--- src/rtl/npg_pkg.sv ---
// Shared types and constants for the note preview gate sequencer.
// Depends on nothing; used by every other file of the block.
package npg_pkg;

    // Width of the note counts, enough for the largest chord size.
    localparam int CNT_W = 5;
    localparam int BANK_W = 2;
    localparam int PITCH_W = 7;
    localparam int LEVEL_W = 16;
    localparam int LEN_W = 16;
    localparam int TMO_W = 25;
    localparam int FLUSH_W = 24;

    localparam logic [LEVEL_W-1:0] ONE_Q15 = 16'h8000;
    localparam logic [FLUSH_W-1:0] FLUSH_RESET = 24'd88200;
    // Banks 0, 1 and 2 sum to this; the free bank is it minus the two in use.
    localparam logic [BANK_W-1:0] BANK_SUM = 2'd3;

    typedef enum logic [1:0] {
        OP_CHORD = 2'd0,
        OP_END   = 2'd1,
        OP_BLOCK = 2'd2
    } t_op;

    typedef enum logic [1:0] {
        K_NOTE = 2'd0,
        K_DONE = 2'd1,
        K_EOS  = 2'd2
    } t_kind;

    typedef enum logic [2:0] {
        M_WAIT   = 3'd0,
        M_START  = 3'd1,
        M_CHANGE = 3'd2,
        M_ACTIVE = 3'd3,
        M_END    = 3'd4,
        M_FLUSH  = 3'd5,
        M_EOS    = 3'd6
    } t_mode;

    typedef enum logic {
        SQ_IDLE = 1'b0,
        SQ_RUN  = 1'b1
    } t_seq_state;

    // Block command handed from the gate control to the event sequencer.
    typedef struct packed {
        logic               start;
        logic               eos;
        logic [BANK_W-1:0]  bank_a;
        logic [CNT_W-1:0]   cnt_a;
        logic [BANK_W-1:0]  bank_q;
        logic [CNT_W-1:0]   cnt_q;
        logic [LEVEL_W-1:0] level;
        logic [LEN_W-1:0]   len;
    } t_blk_cmd;

endpackage

--- src/rtl/npg_if.sv ---
// Request and result channel interfaces, valid/ready handshake.
// Depends on npg_pkg for field widths.
interface npg_req_if;
    logic                          valid;
    logic                          ready;
    logic [1:0]                    op;
    logic [npg_pkg::PITCH_W-1:0]   pitch;
    logic                          chord_last;
    logic signed [npg_pkg::TMO_W-1:0] timeout_samples;
    logic [npg_pkg::LEVEL_W-1:0]   level;
    logic [npg_pkg::LEN_W-1:0]     block_samples;

    modport source (output valid, op, pitch, chord_last, timeout_samples, level,
                    block_samples, input ready);
    modport sink (input valid, op, pitch, chord_last, timeout_samples, level,
                  block_samples, output ready);
endinterface

interface npg_rsp_if;
    logic                        valid;
    logic                        ready;
    logic [1:0]                  kind;
    logic [npg_pkg::PITCH_W-1:0] event_pitch;
    logic [npg_pkg::LEVEL_W-1:0] event_level;
    logic [npg_pkg::LEN_W-1:0]   block_length;
    logic                        last;

    modport source (output valid, kind, event_pitch, event_level, block_length, last,
                    input ready);
    modport sink (input valid, kind, event_pitch, event_level, block_length, last,
                  output ready);
endinterface

--- src/rtl/note_preview_gate_sequencer.sv ---
// Top level of the note preview gate: mode and timeout control, chord bank
// bookkeeping. Uses npg_pkg, npg_if, npg_note_mem and npg_emit.
//
// Channel   Dir  Handshake        Carries
// i_req     in   valid/ready      op, pitch, chord_last, timeout_samples, level,
//                                 block_samples
// o_rsp     out  valid/ready      kind, event_pitch, event_level, block_length, last
// i_flush   in   write enable     flush_samples (24 bit), no read-back
//
// Chord and end requests give no result.
// A block request gives one result per note event and a final one; the single
// read port of the note memory sets one event per cycle when no stall holds it.
// Synchronous active-low reset; the note memory needs no clearing pass.
// No request is taken while a block runs; a stalled consumer holds each event
// in the output register and stretches the block by the length of the stall.
module note_preview_gate_sequencer #(
    parameter int MAX_NOTES = 16
) (
    input  logic                          i_clk,
    input  logic                          i_rst_n,
    input  logic                          i_flush_we,
    input  logic [npg_pkg::FLUSH_W-1:0]   i_flush_data,
    npg_req_if.sink                       i_req,
    npg_rsp_if.source                     o_rsp
);

    // Index width of one bank; at least one bit so a bank is addressable.
    localparam int IW = (MAX_NOTES > 1) ? $clog2(MAX_NOTES) : 1;
    localparam int CW = npg_pkg::CNT_W;
    localparam int TW = npg_pkg::TMO_W;

    // Gate state. Three memory banks hold the staged, queued and active
    // chords; copying a chord is a swap of bank pointers.
    npg_pkg::t_mode                  r_mode, n_mode;
    logic signed [TW-1:0]            r_tl, n_tl;
    logic [CW-1:0]                   r_cnt_s, n_cnt_s;
    logic [CW-1:0]                   r_cnt_q, n_cnt_q;
    logic [CW-1:0]                   r_cnt_a, n_cnt_a;
    logic [npg_pkg::BANK_W-1:0]      r_bank_s, n_bank_s;
    logic [npg_pkg::BANK_W-1:0]      r_bank_q, n_bank_q;
    logic [npg_pkg::BANK_W-1:0]      r_bank_a, n_bank_a;
    logic [npg_pkg::LEVEL_W-1:0]     r_level, n_level;
    logic [npg_pkg::FLUSH_W-1:0]     r_flush;

    logic                            acc, idle, room;
    logic                            mem_we, mem_re;
    logic [npg_pkg::BANK_W+IW-1:0]   mem_waddr, mem_raddr;
    logic [npg_pkg::PITCH_W-1:0]     mem_rdata;
    logic signed [TW-1:0]            tl_base, tl_dec;
    npg_pkg::t_mode                  blk_mode;
    npg_pkg::t_blk_cmd               cmd;

    // Requests are taken only out of reset and while the sequencer is between
    // blocks, so memory writes never overlap the reads of a block.
    assign i_req.ready = idle && i_rst_n;
    assign acc         = i_req.valid && i_req.ready;
    assign room        = r_cnt_s < CW'(MAX_NOTES);

    assign mem_we    = acc && (i_req.op == npg_pkg::OP_CHORD) && room;
    assign mem_waddr = {r_bank_s, r_cnt_s[IW-1:0]};

    // Block-time mode and timeout: the copy to active or the start of the
    // flush happens first, then the countdown by the block length.
    always_comb begin
        blk_mode = r_mode;
        tl_base  = r_tl;
        case (r_mode)
            npg_pkg::M_START, npg_pkg::M_CHANGE: blk_mode = npg_pkg::M_ACTIVE;
            npg_pkg::M_END: begin
                blk_mode = npg_pkg::M_FLUSH;
                tl_base  = TW'(r_flush);
            end
            default: ;
        endcase
        tl_dec = tl_base - TW'(i_req.block_samples);
    end

    always_comb begin
        n_mode   = r_mode;
        n_tl     = r_tl;
        n_cnt_s  = r_cnt_s;
        n_cnt_q  = r_cnt_q;
        n_cnt_a  = r_cnt_a;
        n_bank_s = r_bank_s;
        n_bank_q = r_bank_q;
        n_bank_a = r_bank_a;
        n_level  = r_level;
        if (acc) begin
            case (i_req.op)
                npg_pkg::OP_CHORD: begin
                    if (room) begin
                        n_cnt_s = r_cnt_s + 1'b1;
                    end
                    if (i_req.chord_last) begin
                        // Staged bank becomes queued; staging moves to the
                        // bank that is neither queued nor active.
                        n_bank_q = r_bank_s;
                        n_bank_s = npg_pkg::BANK_SUM - r_bank_s - r_bank_a;
                        n_cnt_q  = room ? r_cnt_s + 1'b1 : r_cnt_s;
                        n_cnt_s  = '0;
                        n_tl     = i_req.timeout_samples[TW-1] ? '1 : i_req.timeout_samples;
                        n_level  = (i_req.level > npg_pkg::ONE_Q15) ? npg_pkg::ONE_Q15
                                                                   : i_req.level;
                        case (r_mode)
                            npg_pkg::M_WAIT, npg_pkg::M_EOS, npg_pkg::M_FLUSH,
                            npg_pkg::M_START:
                                n_mode = npg_pkg::M_START;
                            default: n_mode = npg_pkg::M_CHANGE;
                        endcase
                    end
                end
                npg_pkg::OP_END: begin
                    case (r_mode)
                        npg_pkg::M_START: n_mode = npg_pkg::M_WAIT;
                        npg_pkg::M_ACTIVE, npg_pkg::M_CHANGE: n_mode = npg_pkg::M_END;
                        default: ;
                    endcase
                end
                npg_pkg::OP_BLOCK: begin
                    if (r_mode != npg_pkg::M_EOS) begin
                        if (r_mode == npg_pkg::M_START || r_mode == npg_pkg::M_CHANGE) begin
                            n_bank_a = r_bank_q;
                            n_cnt_a  = r_cnt_q;
                        end
                        n_mode = blk_mode;
                        n_tl   = tl_base;
                        if (!tl_base[TW-1]) begin
                            n_tl = tl_dec;
                            if (tl_dec[TW-1]) begin
                                if (blk_mode == npg_pkg::M_ACTIVE) begin
                                    n_mode = npg_pkg::M_END;
                                end else if (blk_mode == npg_pkg::M_FLUSH) begin
                                    n_mode = npg_pkg::M_EOS;
                                end
                            end
                        end
                    end
                end
                default: ;
            endcase
        end
    end

    // Block command: note-offs from the old active chord, then note-ons
    // from the queued chord, both read from the banks as they stand now.
    always_comb begin
        cmd        = '0;
        cmd.start  = acc && (i_req.op == npg_pkg::OP_BLOCK);
        cmd.eos    = r_mode == npg_pkg::M_EOS;
        cmd.bank_a = r_bank_a;
        cmd.bank_q = r_bank_q;
        cmd.level  = r_level;
        cmd.len    = i_req.block_samples;
        if (r_mode == npg_pkg::M_CHANGE || r_mode == npg_pkg::M_END) begin
            cmd.cnt_a = r_cnt_a;
        end
        if (r_mode == npg_pkg::M_START || r_mode == npg_pkg::M_CHANGE) begin
            cmd.cnt_q = r_cnt_q;
        end
    end

    always_ff @(posedge i_clk) begin
        if (!i_rst_n) begin
            r_mode   <= npg_pkg::M_EOS;
            r_tl     <= '1;
            r_cnt_s  <= '0;
            r_cnt_q  <= '0;
            r_cnt_a  <= '0;
            r_bank_s <= npg_pkg::BANK_W'(0);
            r_bank_q <= npg_pkg::BANK_W'(1);
            r_bank_a <= npg_pkg::BANK_W'(2);
            r_level  <= npg_pkg::ONE_Q15;
            r_flush  <= npg_pkg::FLUSH_RESET;
        end else begin
            r_mode   <= n_mode;
            r_tl     <= n_tl;
            r_cnt_s  <= n_cnt_s;
            r_cnt_q  <= n_cnt_q;
            r_cnt_a  <= n_cnt_a;
            r_bank_s <= n_bank_s;
            r_bank_q <= n_bank_q;
            r_bank_a <= n_bank_a;
            r_level  <= n_level;
            if (i_flush_we) begin
                r_flush <= i_flush_data;
            end
        end
    end

    npg_note_mem #(
        .IW (IW)
    ) u_mem (
        .i_clk   (i_clk),
        .i_we    (mem_we),
        .i_waddr (mem_waddr),
        .i_wdata (i_req.pitch),
        .i_re    (mem_re),
        .i_raddr (mem_raddr),
        .o_rdata (mem_rdata)
    );

    npg_emit #(
        .IW (IW)
    ) u_emit (
        .i_clk   (i_clk),
        .i_rst_n (i_rst_n),
        .i_cmd   (cmd),
        .o_idle  (idle),
        .o_re    (mem_re),
        .o_raddr (mem_raddr),
        .i_rdata (mem_rdata),
        .o_rsp   (o_rsp)
    );

    a_bank_apart: assert property (@(posedge i_clk) disable iff (!i_rst_n)
        r_bank_s != r_bank_q && r_bank_s != r_bank_a)
        else $error("staging bank shared with a live chord");

    a_cnt_bound: assert property (@(posedge i_clk) disable iff (!i_rst_n)
        r_cnt_s <= CW'(MAX_NOTES) && r_cnt_q <= CW'(MAX_NOTES)
            && r_cnt_a <= CW'(MAX_NOTES))
        else $error("note count above chord size");

    a_eos_holds: assert property (@(posedge i_clk) disable iff (!i_rst_n)
        acc && i_req.op == npg_pkg::OP_BLOCK && r_mode == npg_pkg::M_EOS
            |=> r_mode == npg_pkg::M_EOS && $stable(r_tl))
        else $error("block in end of stream changed the gate");

endmodule

--- src/rtl/npg_note_mem.sv ---
// Note store: three banks of pitches in one synchronous memory.
// One write port, one read port with registered read data. Uses npg_pkg.
module npg_note_mem #(
    parameter int IW = 4
) (
    input  logic                                  i_clk,
    input  logic                                  i_we,
    input  logic [npg_pkg::BANK_W+IW-1:0]         i_waddr,
    input  logic [npg_pkg::PITCH_W-1:0]           i_wdata,
    input  logic                                  i_re,
    input  logic [npg_pkg::BANK_W+IW-1:0]         i_raddr,
    output logic [npg_pkg::PITCH_W-1:0]           o_rdata
);

    localparam int DEPTH = 3 * (1 << IW);

    logic [npg_pkg::PITCH_W-1:0] r_mem [DEPTH];
    logic [npg_pkg::PITCH_W-1:0] r_rdata;

    always_ff @(posedge i_clk) begin
        if (i_we) begin
            r_mem[i_waddr] <= i_wdata;
        end
    end

    always_ff @(posedge i_clk) begin
        if (i_re) begin
            r_rdata <= r_mem[i_raddr];
        end
    end

    assign o_rdata = r_rdata;

endmodule

--- src/rtl/npg_emit.sv ---
// Event sequencer: walks the note-off and note-on lists of one block through
// the note memory and drives the result register. Uses npg_pkg, npg_rsp_if.
module npg_emit #(
    parameter int IW = 4
) (
    input  logic                              i_clk,
    input  logic                              i_rst_n,
    input  npg_pkg::t_blk_cmd                 i_cmd,
    output logic                              o_idle,
    output logic                              o_re,
    output logic [npg_pkg::BANK_W+IW-1:0]     o_raddr,
    input  logic [npg_pkg::PITCH_W-1:0]       i_rdata,
    npg_rsp_if.source                         o_rsp
);

    localparam int TW = npg_pkg::CNT_W + 1;

    npg_pkg::t_seq_state r_st, n_st;

    logic [TW-1:0]                  r_idx, r_tot;
    logic [npg_pkg::CNT_W-1:0]      r_cnt_a;
    logic [npg_pkg::BANK_W-1:0]     r_bank_a, r_bank_q;
    logic [npg_pkg::LEVEL_W-1:0]    r_level;
    logic [npg_pkg::LEN_W-1:0]      r_len;
    logic                           r_eos;
    logic                           r_pend, r_pend_on;

    logic                           r_ovalid, r_olast;
    logic [1:0]                     r_okind;
    logic [npg_pkg::PITCH_W-1:0]    r_opitch;
    logic [npg_pkg::LEVEL_W-1:0]    r_olevel;
    logic [npg_pkg::LEN_W-1:0]      r_olen;

    logic            run, more, in_a, out_free, load_note, load_final, issue;
    logic [TW-1:0]   idx_sel;

    // Next state
    always_comb begin
        n_st = r_st;
        case (r_st)
            npg_pkg::SQ_IDLE: begin
                if (i_cmd.start) begin
                    n_st = npg_pkg::SQ_RUN;
                end
            end
            npg_pkg::SQ_RUN: begin
                if (load_final) begin
                    n_st = npg_pkg::SQ_IDLE;
                end
            end
            default: n_st = npg_pkg::SQ_IDLE;
        endcase
    end

    // State outputs
    always_comb begin
        case (r_st)
            npg_pkg::SQ_IDLE: begin
                o_idle = 1'b1;
                run    = 1'b0;
            end
            npg_pkg::SQ_RUN: begin
                o_idle = 1'b0;
                run    = 1'b1;
            end
            default: begin
                o_idle = 1'b0;
                run    = 1'b0;
            end
        endcase
    end

    // Read pipeline: a read is issued when its data will have a free slot.
    always_comb begin
        out_free   = !r_ovalid || o_rsp.ready;
        more       = r_idx < r_tot;
        in_a       = r_idx < TW'(r_cnt_a);
        load_note  = run && r_pend && out_free;
        issue      = run && more && (!r_pend || load_note);
        load_final = run && !more && !r_pend && out_free;
        idx_sel    = in_a ? r_idx : r_idx - TW'(r_cnt_a);
    end

    assign o_re    = issue;
    assign o_raddr = {(in_a ? r_bank_a : r_bank_q), idx_sel[IW-1:0]};

    always_ff @(posedge i_clk) begin
        if (!i_rst_n) begin
            r_st   <= npg_pkg::SQ_IDLE;
            r_pend <= 1'b0;
        end else begin
            r_st <= n_st;
            if (issue) begin
                r_pend <= 1'b1;
            end else if (load_note) begin
                r_pend <= 1'b0;
            end
        end
    end

    always_ff @(posedge i_clk) begin
        if (!run && i_cmd.start) begin
            r_idx    <= '0;
            r_tot    <= TW'(i_cmd.cnt_a) + TW'(i_cmd.cnt_q);
            r_cnt_a  <= i_cmd.cnt_a;
            r_bank_a <= i_cmd.bank_a;
            r_bank_q <= i_cmd.bank_q;
            r_level  <= i_cmd.level;
            r_len    <= i_cmd.len;
            r_eos    <= i_cmd.eos;
        end else if (issue) begin
            r_idx     <= r_idx + 1'b1;
            r_pend_on <= !in_a;
        end
    end

    // Result register
    always_ff @(posedge i_clk) begin
        if (!i_rst_n) begin
            r_ovalid <= 1'b0;
        end else if (load_note || load_final) begin
            r_ovalid <= 1'b1;
        end else if (o_rsp.ready) begin
            r_ovalid <= 1'b0;
        end
    end

    always_ff @(posedge i_clk) begin
        if (load_note) begin
            r_okind  <= npg_pkg::K_NOTE;
            r_opitch <= i_rdata;
            r_olevel <= r_pend_on ? r_level : '0;
            r_olen   <= '0;
            r_olast  <= 1'b0;
        end else if (load_final) begin
            r_okind  <= r_eos ? npg_pkg::K_EOS : npg_pkg::K_DONE;
            r_opitch <= '0;
            r_olevel <= '0;
            r_olen   <= r_eos ? '0 : r_len;
            r_olast  <= 1'b1;
        end
    end

    assign o_rsp.valid        = r_ovalid;
    assign o_rsp.kind         = r_okind;
    assign o_rsp.event_pitch  = r_opitch;
    assign o_rsp.event_level  = r_olevel;
    assign o_rsp.block_length = r_olen;
    assign o_rsp.last         = r_olast;

    a_pend_in_run: assert property (@(posedge i_clk) disable iff (!i_rst_n)
        r_pend |-> r_st == npg_pkg::SQ_RUN)
        else $error("read data pending outside a block");

    a_idx_bound: assert property (@(posedge i_clk) disable iff (!i_rst_n)
        r_st == npg_pkg::SQ_RUN |-> r_idx <= r_tot)
        else $error("read index ran past the event count");

    a_ends_last: assert property (@(posedge i_clk) disable iff (!i_rst_n)
        (r_st == npg_pkg::SQ_RUN) ##1 (r_st == npg_pkg::SQ_IDLE)
            |-> r_ovalid && r_olast)
        else $error("block finished without a final result");

endmodule

--- src/flat_wrapper.sv ---
// flat-port wrapper written by rule: the top's interface ports become plain ports
module note_preview_gate_sequencer_flat 
#(
    parameter int MAX_NOTES = 16
)
  (i_clk, i_rst_n, i_flush_we, i_flush_data, i_req_valid, i_req_op, i_req_pitch, i_req_chord_last, i_req_timeout_samples, i_req_level, i_req_block_samples, i_req_ready, o_rsp_valid, o_rsp_kind, o_rsp_event_pitch, o_rsp_event_level, o_rsp_block_length, o_rsp_last, o_rsp_ready);
  npg_req_if i_req_i ();
  npg_rsp_if o_rsp_i ();
  input  logic i_clk;
  input  logic i_rst_n;
  input  logic i_flush_we;
  input  logic [npg_pkg::FLUSH_W-1:0] i_flush_data;
  input wire logic [$bits(i_req_i.valid)-1:0] i_req_valid;
  input wire logic [$bits(i_req_i.op)-1:0] i_req_op;
  input wire logic [$bits(i_req_i.pitch)-1:0] i_req_pitch;
  input wire logic [$bits(i_req_i.chord_last)-1:0] i_req_chord_last;
  input wire logic [$bits(i_req_i.timeout_samples)-1:0] i_req_timeout_samples;
  input wire logic [$bits(i_req_i.level)-1:0] i_req_level;
  input wire logic [$bits(i_req_i.block_samples)-1:0] i_req_block_samples;
  output wire logic [$bits(i_req_i.ready)-1:0] i_req_ready;
  output wire logic [$bits(o_rsp_i.valid)-1:0] o_rsp_valid;
  output wire logic [$bits(o_rsp_i.kind)-1:0] o_rsp_kind;
  output wire logic [$bits(o_rsp_i.event_pitch)-1:0] o_rsp_event_pitch;
  output wire logic [$bits(o_rsp_i.event_level)-1:0] o_rsp_event_level;
  output wire logic [$bits(o_rsp_i.block_length)-1:0] o_rsp_block_length;
  output wire logic [$bits(o_rsp_i.last)-1:0] o_rsp_last;
  input wire logic [$bits(o_rsp_i.ready)-1:0] o_rsp_ready;
  assign i_req_i.valid = i_req_valid;
  assign i_req_i.op = i_req_op;
  assign i_req_i.pitch = i_req_pitch;
  assign i_req_i.chord_last = i_req_chord_last;
  assign i_req_i.timeout_samples = i_req_timeout_samples;
  assign i_req_i.level = i_req_level;
  assign i_req_i.block_samples = i_req_block_samples;
  assign i_req_ready = i_req_i.ready;
  assign o_rsp_valid = o_rsp_i.valid;
  assign o_rsp_kind = o_rsp_i.kind;
  assign o_rsp_event_pitch = o_rsp_i.event_pitch;
  assign o_rsp_event_level = o_rsp_i.event_level;
  assign o_rsp_block_length = o_rsp_i.block_length;
  assign o_rsp_last = o_rsp_i.last;
  assign o_rsp_i.ready = o_rsp_ready;
  note_preview_gate_sequencer #(.MAX_NOTES(MAX_NOTES)) u_core (.i_clk(i_clk), .i_rst_n(i_rst_n), .i_flush_we(i_flush_we), .i_flush_data(i_flush_data), .i_req(i_req_i), .o_rsp(o_rsp_i));
endmodule
--- config.mk ---
export PLATFORM = sky130hd
export DESIGN_NAME = note_preview_gate_sequencer_flat
export DESIGN_NICKNAME = d
export VERILOG_FILES = /design/src/rtl/npg_pkg.sv /design/src/rtl/npg_if.sv /design/src/rtl/note_preview_gate_sequencer.sv /design/src/rtl/npg_note_mem.sv /design/src/rtl/npg_emit.sv /design/src/flat_wrapper.sv
export SDC_FILE = /design/constraint.sdc
export NUM_CORES = 1
export LEC_CHECK = 0
export BUFFER_PORTS_ARGS = -buffer_cell sky130_fd_sc_hd__buf_4
export CORE_MARGIN = 2
export CORE_UTILIZATION = 57
export DETAILED_ROUTE_END_ITERATION = 8
export PLACE_DENSITY = 0.73
export SLEW_MARGIN = 40
export SYNTH_ARGS = -nofsm -noshare
export SYNTH_HDL_FRONTEND = slang
export SYNTH_HIERARCHICAL = 1
export SYNTH_SLANG_ARGS = --single-unit
--- constraint.sdc ---
create_clock -name i_clk -period 4.6 [get_ports i_clk]
set_input_delay 0.92 -clock i_clk [delete_from_list [all_inputs] [get_ports i_clk]]
set_output_delay 0.92 -clock i_clk [all_outputs]
set_load 0.1 [all_outputs]
==> flow_results.xml <==
<?xml version="1.0" encoding="UTF-8"?>
<metrics>
  <group name="synth">
    <metric name="yosysUniqueCellTypes" unit="">81</metric>
    <metric name="syn_avg_cell_area" unit="um^2">14.2</metric>
    <metric name="synthDominantAreaCellType" unit="">edfxtp_1</metric>
    <metric name="postSynthNetCount" unit="">1744</metric>
    <metric name="synth.top_cells.by_area" unit="">edfxtp_1 55%, dfxtp_1 10%, mux2i_1 6.9%</metric>
    <metric name="synthesis.instances" unit="">1606</metric>
    <metric name="synth-seq-area-share" unit="%">64.9</metric>
    <metric name="synth_largest_type_area_fraction" unit="%">54.6</metric>
    <metric name="ys_ff_latch" unit="">532</metric>
    <metric name="syn_area" unit="mm^2">0.0228</metric>
    <metric name="dominantRegCellSynth" unit="">edfxtp_1</metric>
    <metric name="asyncSetResetFlopFracSynth" unit="%">0</metric>
    <metric name="synth_edf_count" unit="">415</metric>
    <metric name="yosysWarningCount" unit="">6</metric>
  </group>
  <group name="worst_setup_path">
    <metric name="crit_path_capture_type" unit="">register</metric>
    <metric name="worst-r2r-cell-count" unit="">15</metric>
    <metric name="slowest_stage" unit="">a221oi_1</metric>
    <metric name="timing.critical_path.mode_cell" unit="">buf_12</metric>
    <metric name="critical_path.max_fanout" unit="">56</metric>
    <metric name="worstPathCellList" unit="">inv_1 &gt; ha_1 &gt; fa_1 &gt; nor2b_1 &gt; o21a_1 &gt; o21ai_0 &gt; nand2_1 &gt; mux2i_4 &gt; buf_12 &gt; buf_12 &gt; buf_4 &gt; mux2i_1 &gt; a221oi_1 &gt; o22ai_1 &gt; o41ai_2</metric>
    <metric name="critical_path_required" unit="ns">5.01</metric>
    <metric name="timing.reg2reg.setup_slack" unit="ns">0.40</metric>
    <metric name="worst_r2r_dst" unit="">u_core/u_mem/o_rdata[0]</metric>
    <metric name="r2r_startpoint" unit="">u_core/u_emit/r_idx[0]</metric>
    <metric name="crit_arrival" unit="ns">4.61</metric>
    <metric name="kind_of_start_point_of_the_critical_path" unit="">register</metric>
    <metric name="critical-path-top-delay-family" unit="">compound AO/OA/AOI/OAI gates</metric>
    <metric name="criticalPathCategory" unit="">register to register</metric>
    <metric name="path_buf_inv" unit="">4</metric>
    <metric name="cpPeakStageDelay" unit="ns">0.45</metric>
  </group>
  <group name="placement">
    <metric name="dp.final_hpwl" unit="um">34000</metric>
    <metric name="placement.cell_area" unit="mm^2">0.0244</metric>
    <metric name="dp_worst_setup_slack" unit="ns">0.423</metric>
    <metric name="io_buffers" unit="">139</metric>
    <metric name="routability_cong" unit="">0.848</metric>
  </group>
  <group name="clock_network">
    <metric name="cts_max_path_buffers" unit="">3</metric>
    <metric name="tritoncts" unit="">done</metric>
    <metric name="clk_transition_reported_paths" unit="ns">0.06</metric>
    <metric name="clk_latency" unit="ns">0.60</metric>
    <metric name="htreeDepth" unit="">2</metric>
    <metric name="buffers_inserted_during_post_cts_setup_optimization" unit="">0</metric>
    <metric name="cts_buffers" unit="">53</metric>
    <metric name="cts-root-buf" unit="">clkbuf_16</metric>
    <metric name="clkSinkCount" unit="">532</metric>
  </group>
  <group name="power">
    <metric name="pwr_density_cell" unit="mW/mm^2">459</metric>
    <metric name="power_leakage" unit="nW">9.40</metric>
    <metric name="vdd_ir_drop_max" unit="uV">328</metric>
    <metric name="power.total" unit="mW">12.0</metric>
  </group>
  <group name="sta">
    <metric name="layout_setup_ws" unit="ns">0.402</metric>
    <metric name="tns" unit="ns">0</metric>
    <metric name="rsz0062_at_grt" unit="">false</metric>
    <metric name="fmaxAchievable" unit="MHz">238</metric>
    <metric name="finalCritPeriodShare" unit="%">91.3</metric>
    <metric name="timing_worst_slew_pin_value" unit="ns">0.892</metric>
    <metric name="count_of_endpoints_failing_hold_in_the_final_timing_report" unit="">0</metric>
    <metric name="finalClockSkew" unit="ns">0.0208</metric>
    <metric name="setup-violations-final" unit="">0</metric>
    <metric name="slew_headroom" unit="%">40.3</metric>
    <metric name="timing.final.max_slew_violations" unit="">0</metric>
    <metric name="final_period_minus_worst_setup_slack" unit="ns">4.20</metric>
    <metric name="fin_hold_ws" unit="ns">0.435</metric>
  </group>
  <group name="min_path">
    <metric name="min_delay_endpoint" unit="">u_core/u_emit/r_level[5]</metric>
    <metric name="min-delay-start" unit="">u_core/r_level[5]</metric>
    <metric name="hold-path-cell-count" unit="">0</metric>
    <metric name="hold_class" unit="">register to register</metric>
  </group>
  <group name="detailed_routing">
    <metric name="drt-initial-drc-count" unit="">1119</metric>
    <metric name="routed_via_density" unit="">6.00</metric>
    <metric name="avgRoutedWirePerCell" unit="um">22.1</metric>
    <metric name="drt_pre_antenna_iters" unit="">7</metric>
    <metric name="wl_met2" unit="um">24100</metric>
    <metric name="drc" unit="">0</metric>
    <metric name="total_met3_wirelength_after_detailed_routing" unit="um">3480</metric>
    <metric name="detailroute.via_count" unit="">14000</metric>
    <metric name="met1Wirelength" unit="um">22200</metric>
    <metric name="antenna_left" unit="">0</metric>
    <metric name="wl" unit="um">51300</metric>
    <metric name="route.top_layer_used" unit="">met4</metric>
  </group>
  <group name="global_routing">
    <metric name="antenna_found_initial" unit="">0</metric>
    <metric name="gr-total-overflow" unit="">0</metric>
    <metric name="wire_length_of_the_first_global_routing_pass" unit="um">79300</metric>
    <metric name="globalRouteTotalUtil" unit="%">25.0</metric>
    <metric name="grt_pass1_vias" unit="">13700</metric>
    <metric name="grt_max_degree" unit="">80</metric>
  </group>
  <group name="floorplan">
    <metric name="core_region_area" unit="mm^2">0.0396</metric>
    <metric name="design.portCount" unit="">140</metric>
    <metric name="chipWidth" unit="um">204</metric>
    <metric name="die_area" unit="mm^2">0.0417</metric>
    <metric name="die_h" unit="um">204</metric>
    <metric name="start_util" unit="%">57.6</metric>
    <metric name="rows" unit="">73</metric>
  </group>
  <group name="layout">
    <metric name="drive_gt1_share" unit="%">19.0</metric>
    <metric name="net_count_of_the_finished_layout" unit="">1895</metric>
    <metric name="fin_area" unit="mm^2">0.0262</metric>
    <metric name="areaGrowthSynthToFinish" unit="%">14.7</metric>
    <metric name="multi_input_area" unit="mm^2">0.00740</metric>
    <metric name="area.sequential" unit="mm^2">0.0148</metric>
    <metric name="fillCellCount" unit="">2826</metric>
    <metric name="final_common_cell" unit="">edfxtp_1</metric>
    <metric name="mostFrequentLayoutCells" unit="">415 x edfxtp_1, 169 x buf_4, 156 x mux2i_1, 118 x nand2_1, 116 x dfxtp_1</metric>
  </group>
  <group name="run_status">
    <metric name="run_status" unit="">finished clean</metric>
  </group>
  <group name="flow_run">
    <metric name="max_capacitance_violation_count" unit="">0</metric>
  </group>
</metrics>
-- final cells by class --
type,instances,area share (%)
antenna,1,0.00956
clock buffer,66,5.57
clock inverter,33,1.02
inverter,53,0.770
multi-input combinational,942,28.3
sequential,532,56.6
tap,525,2.51
timing repair buffer,175,5.27
-- worst max path at each step --
| stage | start | endpoint | slack (ns) | cells past startpoint |
|---|---|---|---|---|
| 2_1_floorplan | u_core/r_mode[2] | u_core/r_mode[1] | 0.50 | 19 |
| 3_3_place_gp | u_core/u_emit/r_idx[0] | u_core/u_mem/o_rdata[2] | 0.48 | 16 |
| 3_5_place_dp | u_core/u_emit/r_idx[0] | u_core/u_mem/o_rdata[2] | 0.42 | 16 |
| 4_1_cts | u_core/u_emit/r_idx[0] | u_core/u_mem/o_rdata[2] | 0.38 | 16 |
| 6_report | u_core/u_emit/r_idx[0] | u_core/u_mem/o_rdata[0] | 0.40 | 15 |
| 5_1_grt | u_core/u_emit/r_idx[0] | u_core/u_mem/o_rdata[2] | 0.12 | 16 |
-- synthesized netlist by cell type, types with 11 or more instances --
cell        n
inv_1      52
mux4_1     12
nand2_1   118
clkbuf_1   40
nor3_1     15
o22ai_1    18
dfxtp_1   117
xnor2_1    18
a21oi_1    51
buf_2      11
mux2i_1   158
a22o_1     37
a22oi_1    32
nand3_1    17
and2_1     36
nor2b_1    43
and3_1     12
nor2_1     86
mux4_2     23
ha_1       39
buf_4      12
edfxtp_1  415
o21ai_0    53
-- flip-flops by register name, summed over array words and instances, names as in the netlist, 6 cells and up --
name                              flops
u_core/u_mem/r_mem                  336
u_core/r_tl                          25
u_core/r_flush                       24
u_core/r_level                       16
u_core/u_emit/o_rsp.block_length     16
u_core/u_emit/o_rsp.event_level      16
u_core/u_emit/r_len                  16
u_core/u_emit/r_level                16
u_core/u_emit/o_rsp.event_pitch       7
u_core/u_mem/o_rdata                  7
u_core/u_emit/r_idx                   6
u_core/u_emit/r_tot                   6
-- power by group --
group          total (mW)  internal (mW)  switching, mW  leakage (nW)
sequential           5.30           5.24         0.0571          4.64
clock                4.26           2.47           1.79         0.850
combinational        2.45           1.06           1.39          3.91
-- cells by family after synthesis --
kind of cell	Yosys count	synth area share, %
flops	532	64.9
simple gates	376	8.22
compound gates	299	9.64
mux	198	10.9
buf+inv	132	2.95
xor+xnor	27	1.04
fa+ha+maj	42	2.40
-- per-layer routing --
metal / track usage [%] / up-vias
met2: 39.2 / 515
met3: 4.08 / 98
met1: 35.5 / 6925
met4: 8.95 / 0
li1: - / 6427
met5: 0 / -
-- per-stage QoR --
stage	util (%)	instances
CTS	66.0	2326
global placement	61.6	2226
detailed placement	61.6	2227
global route	66.0	2326
floorplan	-	1606
finish	66.0	2327
-- repair_timing --
action	in CTS	in global routing
hold buffers	0	0
gates resized for setup	0	1
setup endpoints to repair	0	1
Note: power is estimated with default switching activity, not from simulation.
